[config.mk]
export PLATFORM = sky130hd
export DESIGN_NAME = gpa_ram
export DESIGN_NICKNAME = d
export VERILOG_FILES = /design/src/rtl/core/gpa_ram.sv
export SDC_FILE = /design/constraint.sdc
export NUM_CORES = 1
export LEC_CHECK = 0
export BUFFER_PORTS_ARGS = -buffer_cell sky130_fd_sc_hd__buf_2
export CORE_MARGIN = 1
export CORE_UTILIZATION = 45
export CTS_BUF_LIST = sky130_fd_sc_hd__clkbuf_2 sky130_fd_sc_hd__clkbuf_4 sky130_fd_sc_hd__clkbuf_8
export DETAILED_ROUTE_END_ITERATION = 10
export PLACE_DENSITY = 0.65
export SYNTH_ARGS = -nofsm -noshare
export SYNTH_HDL_FRONTEND = slang
export SYNTH_SLANG_ARGS = --single-unit
[constraint.sdc]
create_clock -name clk_i -period 1.85 [get_ports clk_i]
set_input_delay 0.185 -clock clk_i [delete_from_list [all_inputs] [get_ports clk_i]]
set_output_delay 0.185 -clock clk_i [all_outputs]
set_load 0.1 [all_outputs]
[src/rtl/core/gpa_ram.sv]
// gpa_ram: generic single write port, single read port ram with registered read
// no dependencies

module gpa_ram #(
  parameter int unsigned WIDTH = 8,
  parameter int unsigned DEPTH = 16,
  localparam int unsigned AW = (DEPTH > 1) ? $clog2(DEPTH) : 1
) (
  input  logic             clk_i,
  input  logic             we_i,
  input  logic [AW-1:0]    waddr_i,
  input  logic [WIDTH-1:0] wdata_i,
  input  logic [AW-1:0]    raddr_i,
  output logic [WIDTH-1:0] rdata_o
);

  logic [WIDTH-1:0] mem_q [DEPTH];
  logic [WIDTH-1:0] rdata_q;

  // write port
  always_ff @(posedge clk_i) begin
    if (we_i) begin
      mem_q[waddr_i] <= wdata_i;
    end
  end

  // registered read, old data on a same-address write
  always_ff @(posedge clk_i) begin
    rdata_q <= mem_q[raddr_i];
  end

  assign rdata_o = rdata_q;

endmodule

## Word-level counts from Yosys, hierarchy flattened

Memory sizes are Yosys's and may differ from the RTL's. A register that Yosys moved wholly into a read port is not among the register bits.
Index checks and enable logic that the tools add are counted.

- Flip-flop bits (word level): 0
- RAM bits: 128
- Input bits: 18
- Output and inout bits: 8
- Word-level logic and storage cells: 3
- Memories: 1

Memories:

| name | depth | width | rd ports | clocked after Yosys merged registers in | wr ports | RTL line | RTL |
|---|---|---|---|---|---|---|---|
| mem_q | 16 | 8 | 1 | 1 | 1 | 17 | `logic [WIDTH-1:0] mem_q [DEPTH];` |

- Mux-type cells: 2

Operators by type and width:

| operator | number |
|---|---|
| two-way mux 1 bit | 2 |

## Logic depth before layout (Yosys ltp)

- Depth in word-level cells: 2
- Gate-level depth with buffers: 5
- Gate-level depth less buffers: 3

## Worst setup path after synthesis

Ideal clock, no wire load.

- Path type: input to register
- From: input port waddr_i[2]
- To: memory mem_q[0][0] (enable)
- Library setup time: 383 ps
- Data arrival time: 1295 ps
- Data required time: 1467 ps
- Slack: 172 ps
- Stages on the path: 2
- Path buffers: 0
- Cell sequence: or3b_2 > nor3_1

RTL lines:

| item | RTL line | RTL |
|---|---|---|
| start, declared | 11 | `input logic [AW-1:0] waddr_i,` |
| end, declared | 17 |  |

Straight into the memory's write port.

## Worst setup path in the final report

- From: register rdata_q[7] (netlist: rdata_o[7]) (read register of mem_q)
- To: output port rdata_o[7]

RTL lines:

| item | RTL line | RTL |
|---|---|---|
| start, declared | 18 | `logic [WIDTH-1:0] rdata_q;` |
| end, declared | 14 | `output logic [WIDTH-1:0] rdata_o` |

No word-level cell between the ends.

==> run_results.csv <==
group,metric,value,unit
synthesis,ys_seq_area_share,77.8,%
layout,layout-drive-gt1-share,32.7,%
clocking,ctsResizeCount,0,
global_route,grt_pass1_vias,2448,
setup_path,crit_arrival,1250,ps
synthesis,yosys.area_share.simple,3.18,%
timing,min_period_over_period,77.5,%
layout,mostFrequentLayoutCells,"128 x edfxtp_1, 25 x buf_2, 18 x mux4_2, 18 x clkbuf_8, 18 x buf_4",
placed_design,place_ws,253,ps
layout,fin_util,53.7,%
synthesis,synth_compound_area_share,2.33,%
timing,drv_slew,0,
drt,antenna_left,0,
synthesis,synth_xor_area_share,0,%
timing,tightest_slew,535,ps
placed_design,dp_hpwl,6110,um
setup_path,critPathTopFamily,"buffers and inverters",
drt,firstDrtPassIters,5,
hold_path,hold_path.class,"input pin to flip-flop",
synthesis,postSynthCellCount,229,
floorplanning,io_pins,26,
setup_path,cp.buffers_inverters,1,
layout,diodes,0,
layout,fillers,855,
synthesis,synth_mux_area_share,15.0,%
power,ir_worst_vdd,484,uV
floorplanning,coreArea,11000,sq um
timing,tns,0,ps
synthesis,synth_area,5150,sq um
setup_path,r2r_end,"rdata_o[1]$_DFF_P_",
timing,layout_setup_ws,417,ps
timing,rsz0062_at_grt,"false",
global_route,antenna_found_initial,0,
layout,layout.nets,302,
floorplanning,die_width,109,um
global_route,grt_max_degree,17,
drt,via_per_inst,5.48,
clocking,clock_latency,420,ps
placed_design,gp_congestion,0.696,
synthesis,synth_cell_types,19,
timing,period_minus_slack,1430,ps
setup_path,worstReg2RegStart,"mem_q[5][1]$_DFFE_PP_",
hold_path,hold_start,"wdata_i[2]",
synthesis,yosysWarnings,0,
drt,drcViolationCount,0,
clocking,cts_inserted_buffers,17,
flow_run,max_cap_violations,0,
global_route,grt_overflow_total,0,
setup_path,cp.required,1660,ps
drt,wl,9100,um
hold_path,worstHoldEndpoint,"mem_q[0][2]$_DFFE_PP_",
clocking,cts_tree,"yes",
drt,drtIter0Drc,149,
run_status,status,"finished clean",
clocking,postCtsHoldBufs,0,
power,p_total,5970,uW
setup_path,reg2reg_depth,3,
synthesis,synthAdderAreaFrac,0,%
setup_path,slowest_delay,450,ps
setup_path,endpoint_kind,"primary output",
layout,layout_commonest_cell,"edfxtp_1",
setup_path,crit_slowest_cell,"buf_2",
timing,fmax,698,MHz
setup_path,cp_max_fo,1,
clocking,root_buffer,"clkbuf_8",
placed_design,io_buffers,25,
timing,fin_hold_ws,142,ps
global_route,grt_pass1_wl,14200,um
layout,synthToLayoutAreaGrowth,14.6,%
drt,vias,2396,
hold_path,whs_path_depth,1,
floorplanning,rows,38,
clocking,cts_buffer_depth,2,
clocking,clkTransAtPathRegs,80,ps
power,pwr_density_cell,1010,nW/um^2
floorplanning,start_util,46.9,%
setup_path,worstSetupPathType,"flip-flop to primary output",
global_route,track_usage,17.6,%
clocking,cts_setup_buffers,0,
setup_path,crit_chain,"buf_2",
synthesis,ys_ff_latch,136,
setup_path,startpoint_type,"flip-flop",
timing,slew_headroom,64.2,%
power,p_leak,0.00199,uW
timing,fin_worst_skew,15.2,ps
synthesis,synth_top_family_by_area,"multiplexers",
setup_path,r2r_setup_slack,470,ps
synthesis,synth_fp_nets,247,
floorplanning,die_area,11900,sq um
floorplanning,die_h,109,um
timing,hold_viol,0,
clocking,cts_num_sinks,136,
synthesis,syn_area_per_cell,22.5,sq um
clocking,htree_num_levels,4,
setup_path,cp.depth,1,
drt,avgRoutedWirePerCell,20.8,um
timing,setup_viol_count_final,0,
==> worst max-delay path by stage <==
stage,start,end
after global placement,raddr_i[0],rdata_o[4]$_DFF_P_
after CTS,rdata_o[7]$_DFF_P_,rdata_o[7]
final,rdata_o[7]$_DFF_P_,rdata_o[7]
after floorplan,waddr_i[2],mem_q[0][0]$_DFFE_PP_
after global routing,rdata_o[7]$_DFF_P_,rdata_o[7]
after detailed placement,raddr_i[0],rdata_o[1]$_DFF_P_
==> Yosys cell counts, drive strengths merged <==
library cell	n	area share (%)
nor2b	1	0.12
or3b	1	0.17
and2	1	0.12
and2b	1	0.15
dfxtp	8	3.1
mux4	32	15
buf	7	1.1
nor3	4	0.39
nand3b	2	0.29
nand2b	2	0.24
edfxtp	128	75
nand2	9	0.66
clkdlybuf4s25	3	0.58
nand3	1	0.097
nor2	13	0.95
a22oi	16	2.3
==> area by class of cell <==
class	count	area, sq um	area share [%]
Multi-Input combinational cell	83	1060	17.9
Sequential cell	136	4000	67.9
Timing Repair Buffer	46	320	5.43
Clock inverter	12	80.1	1.36
Clock buffer	20	263	4.45
Tap cell	140	175	2.97
==> metal layers <==
layer	track usage [%]	wire length, um
met1	23.7	3990
met2	27.0	4390
met3	4.84	539
met4	7.82	184
met5	0	0
==> registers in the layout, summed over array words and instances, names as in the netlist <==
name     cells
mem_q      128
rdata_o      8
==> cells by family after synthesis <==
logic type      after synthesis
buf+inv                      10
mux                          32
simple gates                 35
flops                       136
compound gates               16
==> where the power goes <==
group	internal [uW]	total, uW	switching (uW)	leakage (uW)
logic	144	466	322	0.000595
clock network	981	2050	1060	0.000168
registers	3440	3460	18.1	0.00122
total	4570	5970	1400	0.00199
==> metrics by stage <==
stage / cells / cell area [sq um]
final: 437 / 5900
after global routing: 437 / 5900
after CTS: 437 / 5900
after detailed placement: 405 / 5560
after global placement: 405 / 5560
after floorplan: 229 / 5150
Power figures use the tool's default switching activity.
